$ cat config.mk
export PLATFORM = sky130hd
export DESIGN_NAME = svg_cordic
export DESIGN_NICKNAME = d
export VERILOG_FILES = /design/src/sv/svg_pkg.sv /design/src/sv/svg_cordic.sv
export SDC_FILE = /design/constraint.sdc
export NUM_CORES = 2
export LEC_CHECK = 0
export BUFFER_PORTS_ARGS = -buffer_cell sky130_fd_sc_hd__buf_2
export CELL_PAD_IN_SITES_DETAIL_PLACEMENT = 1
export CELL_PAD_IN_SITES_GLOBAL_PLACEMENT = 1
export CORE_UTILIZATION = 45
export CTS_CLUSTER_DIAMETER = 60
export DETAILED_ROUTE_END_ITERATION = 8
export PLACE_DENSITY_LB_ADDON = 0.1
export RECOVER_POWER = 100
export SYNTH_ARGS = -nofsm -noshare
export SYNTH_HDL_FRONTEND = slang
export SYNTH_SLANG_ARGS = --single-unit
$ cat constraint.sdc
create_clock -name clk_i -period 16.6 [get_ports clk_i]
set_input_delay 2.49 -clock clk_i [delete_from_list [all_inputs] [get_ports clk_i]]
set_output_delay 2.49 -clock clk_i [all_outputs]
set_load 0.1 [all_outputs]
$ cat src/sv/svg_pkg.sv
// Shared types, constants and the CORDIC arctangent table for the sphere vertex generator.
// No dependencies.
package svg_pkg;

  localparam int FRAC_BITS  = 32;
  localparam int DIV_STEP   = 4;
  localparam int DIV_STAGES = FRAC_BITS / DIV_STEP;
  localparam int TEX_BITS   = 16;
  localparam int TEX_STAGE  = TEX_BITS / DIV_STEP;
  localparam int DIV_LAT    = DIV_STAGES + 1;
  localparam int PLACE_LAT  = 4;
  localparam int TRIG_W     = 34;
  localparam int ANG_W      = 33;

  localparam logic signed [TRIG_W-1:0] CORDIC_INIT = 34'sd652032874;
  localparam logic [TEX_BITS:0]        TEX_ONE     = 17'd65536;

  typedef enum logic [2:0] {
    REG_CENTER_X      = 3'd0,
    REG_CENTER_Y      = 3'd1,
    REG_CENTER_Z      = 3'd2,
    REG_RADIUS        = 3'd3,
    REG_RING_COUNT    = 3'd4,
    REG_SECTION_COUNT = 3'd5
  } cfg_reg_e;

  typedef struct packed {
    logic signed [TRIG_W-1:0] c;
    logic signed [TRIG_W-1:0] s;
  } trig_t;

  function automatic logic signed [ANG_W-1:0] atan_turn(input int k);
    logic signed [ANG_W-1:0] a;
    case (k)
      0:  a = 33'sd536870912;
      1:  a = 33'sd316933405;
      2:  a = 33'sd167458907;
      3:  a = 33'sd85004756;
      4:  a = 33'sd42667331;
      5:  a = 33'sd21354465;
      6:  a = 33'sd10679838;
      7:  a = 33'sd5340245;
      8:  a = 33'sd2670163;
      9:  a = 33'sd1335086;
      10: a = 33'sd667544;
      11: a = 33'sd333772;
      12: a = 33'sd166886;
      13: a = 33'sd83443;
      14: a = 33'sd41721;
      15: a = 33'sd20860;
      16: a = 33'sd10430;
      17: a = 33'sd5215;
      18: a = 33'sd2607;
      19: a = 33'sd1303;
      20: a = 33'sd651;
      21: a = 33'sd325;
      22: a = 33'sd162;
      23: a = 33'sd81;
      24: a = 33'sd40;
      25: a = 33'sd20;
      26: a = 33'sd10;
      27: a = 33'sd5;
      28: a = 33'sd2;
      29: a = 33'sd1;
      default: a = '0;
    endcase
    return a;
  endfunction

endpackage

$ cat src/sv/svg_cordic.sv
// Unrolled rotation-mode CORDIC: cosine and sine in Q30 of an angle in turn units.
// Depends on svg_pkg.
module svg_cordic #(
  parameter int STAGES = 16
) (
  input  logic                  clk_i,
  input  logic                  en_i,
  input  logic [31:0]           ang_i,
  output svg_pkg::trig_t        trig_o
);
  import svg_pkg::*;

  logic signed [TRIG_W-1:0] x_q [0:STAGES-1];
  logic signed [TRIG_W-1:0] y_q [0:STAGES-1];
  logic signed [ANG_W-1:0]  z_q [0:STAGES-1];
  logic [1:0]               quad_q [0:STAGES-1];
  trig_t                    trig_q;

  for (genvar k = 0; k < STAGES; k++) begin : g_step
    logic signed [TRIG_W-1:0] sx, sy;
    logic signed [ANG_W-1:0]  sz;
    logic [1:0]               sq;
    if (k == 0) begin : g_first
      assign sx = CORDIC_INIT;
      assign sy = '0;
      assign sz = {3'b000, ang_i[29:0]};
      assign sq = ang_i[31:30];
    end else begin : g_next
      assign sx = x_q[k-1];
      assign sy = y_q[k-1];
      assign sz = z_q[k-1];
      assign sq = quad_q[k-1];
    end
    always_ff @(posedge clk_i) begin
      if (en_i) begin
        if (!sz[ANG_W-1]) begin
          x_q[k] <= sx - (sy >>> k);
          y_q[k] <= sy + (sx >>> k);
          z_q[k] <= sz - atan_turn(k);
        end else begin
          x_q[k] <= sx + (sy >>> k);
          y_q[k] <= sy - (sx >>> k);
          z_q[k] <= sz + atan_turn(k);
        end
        quad_q[k] <= sq;
      end
    end
  end

  always_ff @(posedge clk_i) begin
    if (en_i) begin
      case (quad_q[STAGES-1])
        2'd0: begin
          trig_q.c <= x_q[STAGES-1];
          trig_q.s <= y_q[STAGES-1];
        end
        2'd1: begin
          trig_q.c <= -y_q[STAGES-1];
          trig_q.s <= x_q[STAGES-1];
        end
        2'd2: begin
          trig_q.c <= -x_q[STAGES-1];
          trig_q.s <= -y_q[STAGES-1];
        end
        default: begin
          trig_q.c <= y_q[STAGES-1];
          trig_q.s <= -x_q[STAGES-1];
        end
      endcase
    end
  end

  assign trig_o = trig_q;

endmodule

==> PnR_summary.wiki <==
{| class="wikitable"
! Metric !! Value
|-
| Outcome || finished, violations left
|-
| Failing checks || capacitance limit, slew limit
|-
| GRT overflow || 0
|-
| Slowest CP cell || sky130_fd_sc_hd__clkbuf_1
|-
| Cell with the most instances after synthesis || sky130_fd_sc_hd__edfxtp_1
|-
| Worst-Skew Late Latency || 880 ps
|-
| Arrival time of data at the critical path endpoint || approximately 13000 ps
|-
| Area delta synth->final || 9.07%
|-
| Kind of start point of the critical path || input pin
|-
| Count of standard-cell rows || 191
|-
| Top cell type by total area after synthesis || sky130_fd_sc_hd__edfxtp_1
|-
| Routability congestion estimate || 0.917
|-
| Worst-case clock skew || 38.4 ps
|-
| HPWL after DPL || 286000 um
|-
| Clock tree root buffer cell || sky130_fd_sc_hd__clkbuf_16
|-
| Initial antenna violation count || 6
|-
| Number of library cell types mapped by synthesis || just over 90
|-
| Beginning of the worst hold path || z_q[1][34]
|-
| Count of final max-slew check failures || 1824
|-
| Yosys warning count || 0
|-
| Worst R2R Start || z_q[1][32]
|-
| First-pass GRT wire length || 567000 um
|-
| Vertical extent of the die || 524 um
|-
| Minimum setup slack among reg-to-reg paths || approximately 9000 ps
|-
| I/O pin count || 102
|-
| Fraction of layout cells with a size suffix above 1 || approximately 3.8%
|-
| Delay of the slowest critical-path stage || 3050 ps
|-
| Min Tclk post-route || 11910 ps
|-
| Number of port buffers || 101
|-
| Share of the cycle needed by the critical path after routing || 71.8%
|-
| Avg Vias per Cell || 5.86
|-
| Top cells by area, synth || sky130_fd_sc_hd__edfxtp_1 (37%), sky130_fd_sc_hd__ha_1 (14%), sky130_fd_sc_hd__xnor2_1 (8.7%), sky130_fd_sc_hd__a21oi_1 (5.5%), sky130_fd_sc_hd__xor2_1 (4.7%)
|-
| Synthesized net count || about 14000
|-
| Most Frequent Cell on Critical Path || sky130_fd_sc_hd__a21oi_1
|-
| DR pass1 iterations || 6
|-
| Max-cap viol count || 39
|-
| Most used flip-flop cell after synthesis || sky130_fd_sc_hd__edfxtp_1
|-
| Sum Neg Setup Slack || 0 ps
|-
| Core footprint || 271000 um2
|-
| Synthesized instance count || 12600
|-
| Fin nets || between 10000 and 15000
|-
| Gates resized, CTS repair || 0
|-
| Transition time at the pin with the least slew margin || 4440 ps
|-
| Final setup violation count || 0
|-
| Highest clock frequency the design can meet || 0.0839 GHz
|-
| Number of post-CTS setup repair buffers || 0
|-
| Clock transition at the registers of the reported paths || 50 ps
|-
| Number of buffers added to fix hold violations after cts || 0
|-
| Final-layout fill cell count || 30400
|-
| Critical path data required time || 17210 ps
|-
| Sequential fraction of the synthesis area || 37.0%
|-
| Unrepaired setup endpoints after global routing || no
|-
| Total global-route track usage || 25.4%
|-
| Initial Utilization || 45.3%
|-
| Number of nets with antenna violations after detailed routing || 0
|-
| Vias in the first global route || 101000
|-
| TritonCTS clock tree || done
|-
| Fraction of synthesized cell area taken by the top area cell type || a little under two fifths
|-
| Hold WC Path Type || reg -> reg
|-
| Largest net degree at the start of global routing || 105
|-
| Number of H-tree levels || 4
|-
| Type of the worst setup path || in -> reg
|-
| Dominant delay contributor by cell family on the critical path || buffers and inverters
|-
| Critical Path Source || en_i
|-
| Cell-by-cell listing of the critical path || clkbuf_1 -> clkbuf_1 -> nand2_2 -> buf_4 -> clkbuf_1 -> nand2_1 -> o21ai_0 -> fa_1 -> a21o_1 -> a21oi_1 -> nor2b_1 -> o21ai_0 -> a21oi_1 -> a21oi_1 -> a31oi_1 -> a221oi_1 -> o21ai_0 -> a21o_1 -> a21oi_1 -> xnor2_1
|-
| Worst-case clock buffer depth || 4
|-
| Post-Route WL || ~360000 um
|-
| Slew HR || -196%
|-
| Sinks on Clock Net || 1512
|-
| Die area || about 270000 um2
|-
| Average size of a mapped cell || 9.71 um2
|-
| Worst Path Buf+Inv || 4
|-
| Detailed-route wire length per cell || 21.7 um
|-
| Ys async rst share || 0%
|-
| Final-report hold violation count || 0
|-
| Nature of the critical path endpoint || flip-flop
|-
| Die boundary width || about 520 um
|-
| Most frequent cells after synthesis || sky130_fd_sc_hd__edfxtp_1 (1512), sky130_fd_sc_hd__ha_1 (1340), sky130_fd_sc_hd__a21oi_1 (1339)
|-
| Iteration-0 DRC count of the detailed router || around 5000
|-
| Synthesized flop and latch total || 1512
|-
| Count of unresolved DRC violations after routing || 0
|-
| Vias after detailed routing || 96800
|-
| Number of buffers added by the clock tree synthesis step || ~200
|-
| EDFF count, synth || roughly 1500
|-
| Cell area after synthesis || between 100000 and 150000 um2
|-
| Biggest fanout along the worst timing path || 42
|}
-- sequential cells by signal, indices dropped and copies added, names as in the netlist --
name	flops
y_q	477
x_q	475
z_q	460
trig_o	68
quad_q	32
-- area by class of cell --
| class | count | area, um2 | share of cell area [%] |
|---|---|---|---|
| Clock buffer | 235 | 5390 | 4.03 |
| Multi-Input combinational cell | 10400 | 74700 | 55.8 |
| Sequential cell | 1512 | 45400 | 33.9 |
| Antenna cell | 2 | 5.00 | 0.00374 |
| Clock inverter | 136 | 1410 | 1.05 |
| Timing Repair Buffer | 173 | 826 | 0.617 |
| Tap cell | 3570 | 4470 | 3.33 |
| Inverter | 466 | 1750 | 1.31 |
-- cell usage in the layout, fill, tap and decap left out, types with 137 or more instances in the layout --
cell	instances
sky130_fd_sc_hd__nand3_1	183
sky130_fd_sc_hd__a21oi_1	1339
sky130_fd_sc_hd__ha_1	1340
sky130_fd_sc_hd__nor3_1	248
sky130_fd_sc_hd__nor2_1	927
sky130_fd_sc_hd__xor2_1	659
sky130_fd_sc_hd__inv_1	458
sky130_fd_sc_hd__o21ai_0	726
sky130_fd_sc_hd__edfxtp_1	1512
sky130_fd_sc_hd__nor2b_1	196
sky130_fd_sc_hd__a21o_1	689
sky130_fd_sc_hd__xnor2_1	1215
sky130_fd_sc_hd__o31ai_1	158
sky130_fd_sc_hd__nand2b_1	196
sky130_fd_sc_hd__o21a_1	170
sky130_fd_sc_hd__nand2_1	807
sky130_fd_sc_hd__clkbuf_16	212
sky130_fd_sc_hd__o21bai_1	137
-- worst paths after layout --
check	end	depth (start not counted)
setup / recovery	x_q[0][268]	20
hold / removal	z_q[1][67]	0
setup reg to reg	x_q[1][67]	18
hold reg to reg	z_q[1][67]	0
-- layer usage --
| layer | vias to the layer above | GRT usage [%] | wire length [um] |
|---|---|---|---|
| li1 | 47200 | - | - |
| met1 | 47800 | 32.3 | 160000 |
| met2 | 1381 | 45.3 | 177000 |
| met3 | 482 | 2.38 | 12200 |
| met4 | 0 | 7.64 | 10600 |
| met5 | - | 0 | 0 |
-- cells by family after synthesis --
family	after synthesis	synth area share, %
buffers and inverters	715	2.19
XOR/XNOR	1874	13.4
AND/OR/NAND/NOR	3169	12.4
AO/OA/AOI/OAI	3898	19.9
multiplexers	98	0.862
adder cells (fa/ha/maj)	1378	14.3
flip-flops	1512	37.0
-- metrics by stage --
| step | area, um2 | hold WS (ps) | cells | worst slack, ps | util [%] |
|---|---|---|---|---|---|
| finish | 134000 | 415 | 16500 | 4690 | 49.4 |
| global placement | 127000 | 402 | 16100 | 7430 | 47.0 |
| global route | 134000 | 423 | 16500 | 3990 | 49.4 |
| detailed placement | 127000 | 406 | 16100 | 7430 | 47.0 |
| floorplan | 123000 | 400 | 12600 | 9270 | - |
| CTS | 134000 | 415 | 16500 | 8360 | 49.5 |
Power is not shown: default switching activity piles up to over one toggle a cycle in this logic, so the estimate is an artifact.
