**config.mk**
```make
export PLATFORM = sky130hd
export DESIGN_NAME = svg_divider
export DESIGN_NICKNAME = d
export VERILOG_FILES = /design/src/sv/svg_pkg.sv /design/src/sv/svg_divider.sv
export SDC_FILE = /design/constraint.sdc
export NUM_CORES = 1
export LEC_CHECK = 0
export BUFFER_PORTS_ARGS = -buffer_cell sky130_fd_sc_hd__buf_2
export CAP_MARGIN = 20
export CORE_MARGIN = 8
export CORE_UTILIZATION = 30
export DETAILED_ROUTE_END_ITERATION = 12
export GPL_ROUTABILITY_DRIVEN = 1
export PLACE_DENSITY = 0.52
export SYNTH_ARGS = -nofsm -noshare
export SYNTH_HDL_FRONTEND = slang
export SYNTH_SLANG_ARGS = --single-unit
export TNS_END_PERCENT = 30
```
**constraint.sdc**
```tcl
create_clock -name clk_i -period 14.12 [get_ports clk_i]
set_input_delay 4.236 -clock clk_i [delete_from_list [all_inputs] [get_ports clk_i]]
set_output_delay 4.236 -clock clk_i [all_outputs]
set_load 0.05 [all_outputs]
```
**src/sv/svg_pkg.sv**
```systemverilog
// Shared types, constants and the CORDIC arctangent table for the sphere vertex generator.
// No dependencies.
package svg_pkg;

  localparam int FRAC_BITS  = 32;
  localparam int DIV_STEP   = 4;
  localparam int DIV_STAGES = FRAC_BITS / DIV_STEP;
  localparam int TEX_BITS   = 16;
  localparam int TEX_STAGE  = TEX_BITS / DIV_STEP;
  localparam int DIV_LAT    = DIV_STAGES + 1;
  localparam int PLACE_LAT  = 4;
  localparam int TRIG_W     = 34;
  localparam int ANG_W      = 33;

  localparam logic signed [TRIG_W-1:0] CORDIC_INIT = 34'sd652032874;
  localparam logic [TEX_BITS:0]        TEX_ONE     = 17'd65536;

  typedef enum logic [2:0] {
    REG_CENTER_X      = 3'd0,
    REG_CENTER_Y      = 3'd1,
    REG_CENTER_Z      = 3'd2,
    REG_RADIUS        = 3'd3,
    REG_RING_COUNT    = 3'd4,
    REG_SECTION_COUNT = 3'd5
  } cfg_reg_e;

  typedef struct packed {
    logic signed [TRIG_W-1:0] c;
    logic signed [TRIG_W-1:0] s;
  } trig_t;

  function automatic logic signed [ANG_W-1:0] atan_turn(input int k);
    logic signed [ANG_W-1:0] a;
    case (k)
      0:  a = 33'sd536870912;
      1:  a = 33'sd316933405;
      2:  a = 33'sd167458907;
      3:  a = 33'sd85004756;
      4:  a = 33'sd42667331;
      5:  a = 33'sd21354465;
      6:  a = 33'sd10679838;
      7:  a = 33'sd5340245;
      8:  a = 33'sd2670163;
      9:  a = 33'sd1335086;
      10: a = 33'sd667544;
      11: a = 33'sd333772;
      12: a = 33'sd166886;
      13: a = 33'sd83443;
      14: a = 33'sd41721;
      15: a = 33'sd20860;
      16: a = 33'sd10430;
      17: a = 33'sd5215;
      18: a = 33'sd2607;
      19: a = 33'sd1303;
      20: a = 33'sd651;
      21: a = 33'sd325;
      22: a = 33'sd162;
      23: a = 33'sd81;
      24: a = 33'sd40;
      25: a = 33'sd20;
      26: a = 33'sd10;
      27: a = 33'sd5;
      28: a = 33'sd2;
      29: a = 33'sd1;
      default: a = '0;
    endcase
    return a;
  endfunction

endpackage

```
**src/sv/svg_divider.sv**
```systemverilog
// Pipelined long divider: fraction num/den to 32 bits and a rounded 17-bit texture coordinate with 16 fraction bits.
// Depends on svg_pkg.
module svg_divider #(
  parameter int W = 8
) (
  input  logic                          clk_i,
  input  logic                          en_i,
  input  logic [W-1:0]                  num_i,
  input  logic [W-1:0]                  den_i,
  output logic [svg_pkg::FRAC_BITS:0]   quo_o,
  output logic [svg_pkg::TEX_BITS:0]    tex_o
);
  import svg_pkg::*;

  logic [W-1:0]         r_q   [0:DIV_STAGES];
  logic [FRAC_BITS:0]   q_q   [0:DIV_STAGES];
  logic [TEX_BITS:0]    tex_q [TEX_STAGE+1:DIV_STAGES];

  function automatic logic [W+DIV_STEP-1:0] div_step(input logic [W-1:0] r,
                                                     input logic [W-1:0] d);
    logic [W:0]          t;
    logic [W-1:0]        rr;
    logic [DIV_STEP-1:0] b;
    rr = r;
    b  = '0;
    for (int k = 0; k < DIV_STEP; k++) begin
      t = {rr, 1'b0};
      if (t >= {1'b0, d}) begin
        b[DIV_STEP-1-k] = 1'b1;
        rr = W'(t - {1'b0, d});
      end else begin
        rr = t[W-1:0];
      end
    end
    return {rr, b};
  endfunction

  always_ff @(posedge clk_i) begin
    if (en_i) begin
      if (num_i >= den_i) begin
        r_q[0] <= num_i - den_i;
        q_q[0] <= {{FRAC_BITS{1'b0}}, 1'b1};
      end else begin
        r_q[0] <= num_i;
        q_q[0] <= '0;
      end
    end
  end

  for (genvar s = 1; s <= DIV_STAGES; s++) begin : g_stage
    logic [W+DIV_STEP-1:0] step;
    assign step = div_step(r_q[s-1], den_i);
    always_ff @(posedge clk_i) begin
      if (en_i) begin
        r_q[s] <= step[W+DIV_STEP-1:DIV_STEP];
        q_q[s] <= {q_q[s-1][FRAC_BITS-DIV_STEP:0], step[DIV_STEP-1:0]};
      end
    end
    if (s == TEX_STAGE + 1) begin : g_tex_round
      always_ff @(posedge clk_i) begin
        if (en_i) begin
          tex_q[s] <= q_q[TEX_STAGE][TEX_BITS:0]
                    + {{TEX_BITS{1'b0}}, (r_q[TEX_STAGE] >= (den_i - (den_i >> 1)))};
        end
      end
    end else if (s > TEX_STAGE + 1) begin : g_tex_hold
      always_ff @(posedge clk_i) begin
        if (en_i) begin
          tex_q[s] <= tex_q[s-1];
        end
      end
    end
  end

  assign quo_o = q_q[DIV_STAGES];
  assign tex_o = tex_q[DIV_STAGES];

endmodule

```
==> results.ini <==
[logic_synthesis]
synth.distinct_cells = 93
async_flop_share_pct = 0
synth_seq_area_share_pct = 38.26
yosys_most_used_dff = sky130_fd_sc_hd__edfxtp_1
yosysTopAreaCellShare_pct = 38.26
yosys-top-cells-area = sky130_fd_sc_hd__edfxtp_1, sky130_fd_sc_hd__ha_1, sky130_fd_sc_hd__mux2_2
synth_common_cells = sky130_fd_sc_hd__edfxtp_1, sky130_fd_sc_hd__ha_1, sky130_fd_sc_hd__nor2_1
syn-instance-count = 2146
synth_nets = 2432
ys.warnings.count = 0
synth_top_cell_by_area = sky130_fd_sc_hd__edfxtp_1
synth_seq_cells = 285
cell_with_the_most_instances_after_synthesis = sky130_fd_sc_hd__edfxtp_1
mappedNetlistArea_mm2 = 0.02237
synth_enable_flop_cells = 285
mean_area_per_synthesized_cell_um2 = 10.42

[clock_network]
htree_levels = 2
cts_buffers = 35
cts.repair_timing.setup_buffer_count = 0
clk_root_buffer_cell = sky130_fd_sc_hd__clkbuf_16
tritoncts_num_sinks = 285
clkSlewWorstSetupHoldPaths_ps = 60
hold_buffer_count_at_cts = 0
clk_latency_ps = 540
ctsResizeCount = 0
clock_buffer_depth = 3
tritoncts = done

[detailed_routing]
routed-via-count = 16670
drt-wirelength-per-cell_um = 17.51
dr.first_iter.drc_count = 985
avgViaCountPerCell = 5.192
ant_nets = 0
firstDrtPassIters = 5
number_of_remaining_drc_errors = 0
postRouteWirelength_mm = 56.20

[place]
globalplace.congestion = 0.8821
port_buffers = 67
dpl_worst_slack_ps = 824.8
dp_hpwl_mm = 41.81
placed_cells_incl_taps = 3150

[critical_path]
worstRegToRegCells = 32
critPathCaptureType = flip-flop
crit-reg2reg-capture = r_q[0][34]
delay_heaviest_family_cp = compound AO/OA/AOI/OAI gates
critical_path.startpoint_type = input pin
path_class = input pin to flip-flop
critical_path_arrival_ps = 13050
worstPathMaxFanout = 14
r2r_setup_slack_ps = 5190
timing.critical_path.slowest_stage_cell = sky130_fd_sc_hd__nand3b_1
cp_num_buf_inv = 3
cp_data_required_time_ps = 14400
critical_path.max_stage_delay_ps = 420
regToRegStartpoint = r_q[0][24]

[die]
floorplan.initialDensity_pct = 30.20
top_level_ports = 68
fp.dieArea_mm2 = 0.08355
die_height_um = 289.1
die-width_um = 289.1
core_mm2 = 0.07407
floorplan.rows = 100

[timing]
final_period_minus_worst_setup_slack_ps = 12770
fin_setup_tns_ps = 0
finClkSkew_ps = 29.24
timing.fmax_mhz = 78.30
worst_slew_pin_slew_ps = 952.4
timing.max_slew.rel_slack_pct = 36.51
period_share_pct = 90.44
postLayoutSetupSlackWorst_ps = 1349
setup_viol = 0
grt_setup_unrepaired = no
drv_slew = 0
hold_viol = 0

[finish]
drive_gt1_share_pct = 14.41
non_filler_cells_in_the_finished_layout = 3210
filler_cell_count = 7476
area_growth_syn_to_layout_pct = 11.45
nets = 2504
antennaDiodeCount = 0
final_core_util_pct = 33.65

[grt]
grt_remaining_overflow = 0
grt_pass1_vias = 16640
antenna_found_initial = 1
grt.total_usage_pct = 13.21
grt_start_max_net_pins = 94
grt_pass1_wl_mm = 89.37

[hold_path]
timing.hold.worst.start = tex_q[7][0]
timing.hold.worst_endpoint = tex_q[8][0]
min_path_type = flip-flop to flip-flop
timing.hold.worst_path_depth = 0

[job]
maxCapViolations = 0

[outcome]
result_of_the_run = completed

[cell families after synthesis]
logic type	share of synthesized area (%)
XOR/XNOR	5.913
AO/OA/AOI/OAI	16.89
AND/OR/NAND/NOR	13.32
adder cells (fa/ha/maj)	15.33
flip-flops	38.26
buffers and inverters	3.127
multiplexers	7.160
[cell type report]
cell class,count,area [µm²],share of cell area (%)
Clock buffer,42,923.4,3.704
Clock inverter,18,211.5,0.8483
Inverter,83,311.5,1.250
Multi-Input combinational cell,1714,13110,52.60
Sequential cell,285,8558,34.33
Tap cell,969,1212,4.864
Timing Repair Buffer,99,598.1,2.399
[worst reg2reg max path: cells and delay by family, from the launching register on]
kind,cells,cell delay (ps)
simple gates,6,1550
fa+ha+maj,4,1340
mux,3,850
compound gates,19,4470
flops,1,460
[routing by layer]
layer	routed length [µm]	GRT usage, %	share of wire (%)	vias up
met1	25400	16.87	45	7952
li1	-	-	-	8266
met2	26840	22.97	48	355
met4	1261	3.760	2.2	2
met5	8	0	0.014	-
met3	2687	2.015	4.8	92
[placed cells by master, fill, tap and decap left out, types with 7 or more instances in the layout]
| cell | instances |
|---|---|
| sky130_fd_sc_hd__a21boi_0 | 11 |
| sky130_fd_sc_hd__and2_1 | 18 |
| sky130_fd_sc_hd__nand3_1 | 30 |
| sky130_fd_sc_hd__nor2_1 | 191 |
| sky130_fd_sc_hd__o21bai_1 | 17 |
| sky130_fd_sc_hd__a21oi_1 | 130 |
| sky130_fd_sc_hd__xor2_1 | 47 |
| sky130_fd_sc_hd__buf_2 | 66 |
| sky130_fd_sc_hd__o21a_1 | 74 |
| sky130_fd_sc_hd__a211oi_1 | 15 |
| sky130_fd_sc_hd__mux2i_1 | 16 |
| sky130_fd_sc_hd__a21o_1 | 51 |
| sky130_fd_sc_hd__or2_2 | 17 |
| sky130_fd_sc_hd__a221o_1 | 10 |
| sky130_fd_sc_hd__o211ai_1 | 7 |
| sky130_fd_sc_hd__buf_4 | 31 |
| sky130_fd_sc_hd__clkbuf_16 | 36 |
| sky130_fd_sc_hd__fa_1 | 10 |
| sky130_fd_sc_hd__a211o_1 | 8 |
| sky130_fd_sc_hd__edfxtp_1 | 285 |
| sky130_fd_sc_hd__xnor2_1 | 104 |
| sky130_fd_sc_hd__o21ai_0 | 118 |
| sky130_fd_sc_hd__nand2b_1 | 40 |
| sky130_fd_sc_hd__a31oi_1 | 8 |
| sky130_fd_sc_hd__inv_1 | 77 |
| sky130_fd_sc_hd__o31ai_1 | 16 |
| sky130_fd_sc_hd__or3_1 | 16 |
| sky130_fd_sc_hd__and3_1 | 18 |
| sky130_fd_sc_hd__nand4_1 | 28 |
| sky130_fd_sc_hd__mux2_2 | 125 |
| sky130_fd_sc_hd__and4_1 | 9 |
| sky130_fd_sc_hd__nor2b_1 | 47 |
| sky130_fd_sc_hd__nand2_1 | 77 |
| sky130_fd_sc_hd__nor3_1 | 69 |
| sky130_fd_sc_hd__ha_1 | 257 |
| sky130_fd_sc_hd__o31a_1 | 17 |
[worst max-delay path by stage]
stage / startpoint / endpoint / slack (ps) / depth (start not counted)
detailed placement: den_i[1] / r_q[0][34] / 820 / 35
CTS: den_i[1] / r_q[0][34] / 1360 / 35
global placement: den_i[1] / r_q[0][34] / 850 / 35
global route: den_i[1] / r_q[0][37] / 570 / 35
floorplan: den_i[0] / r_q[0][43] / 1170 / 37
finish: den_i[1] / r_q[0][34] / 1350 / 35
[metrics by stage]
step / area [µm²] / hold WS, ps
6_report: 24930 / 403.9
4_1_cts: 24930 / 407.4
3_5_place_dp: 23790 / 404.5
5_1_grt: 24930 / 416.2
3_3_place_gp: 23790 / 401.0
2_1_floorplan: 22370 / 400.3
[flip-flops by register name, summed over array words and instances (netlist names)]
name,cells
r_q,64
q_q,153
tex_q,68
Power is not shown: default switching activity piles up to over one toggle a cycle in this logic, so the estimate is an artifact.
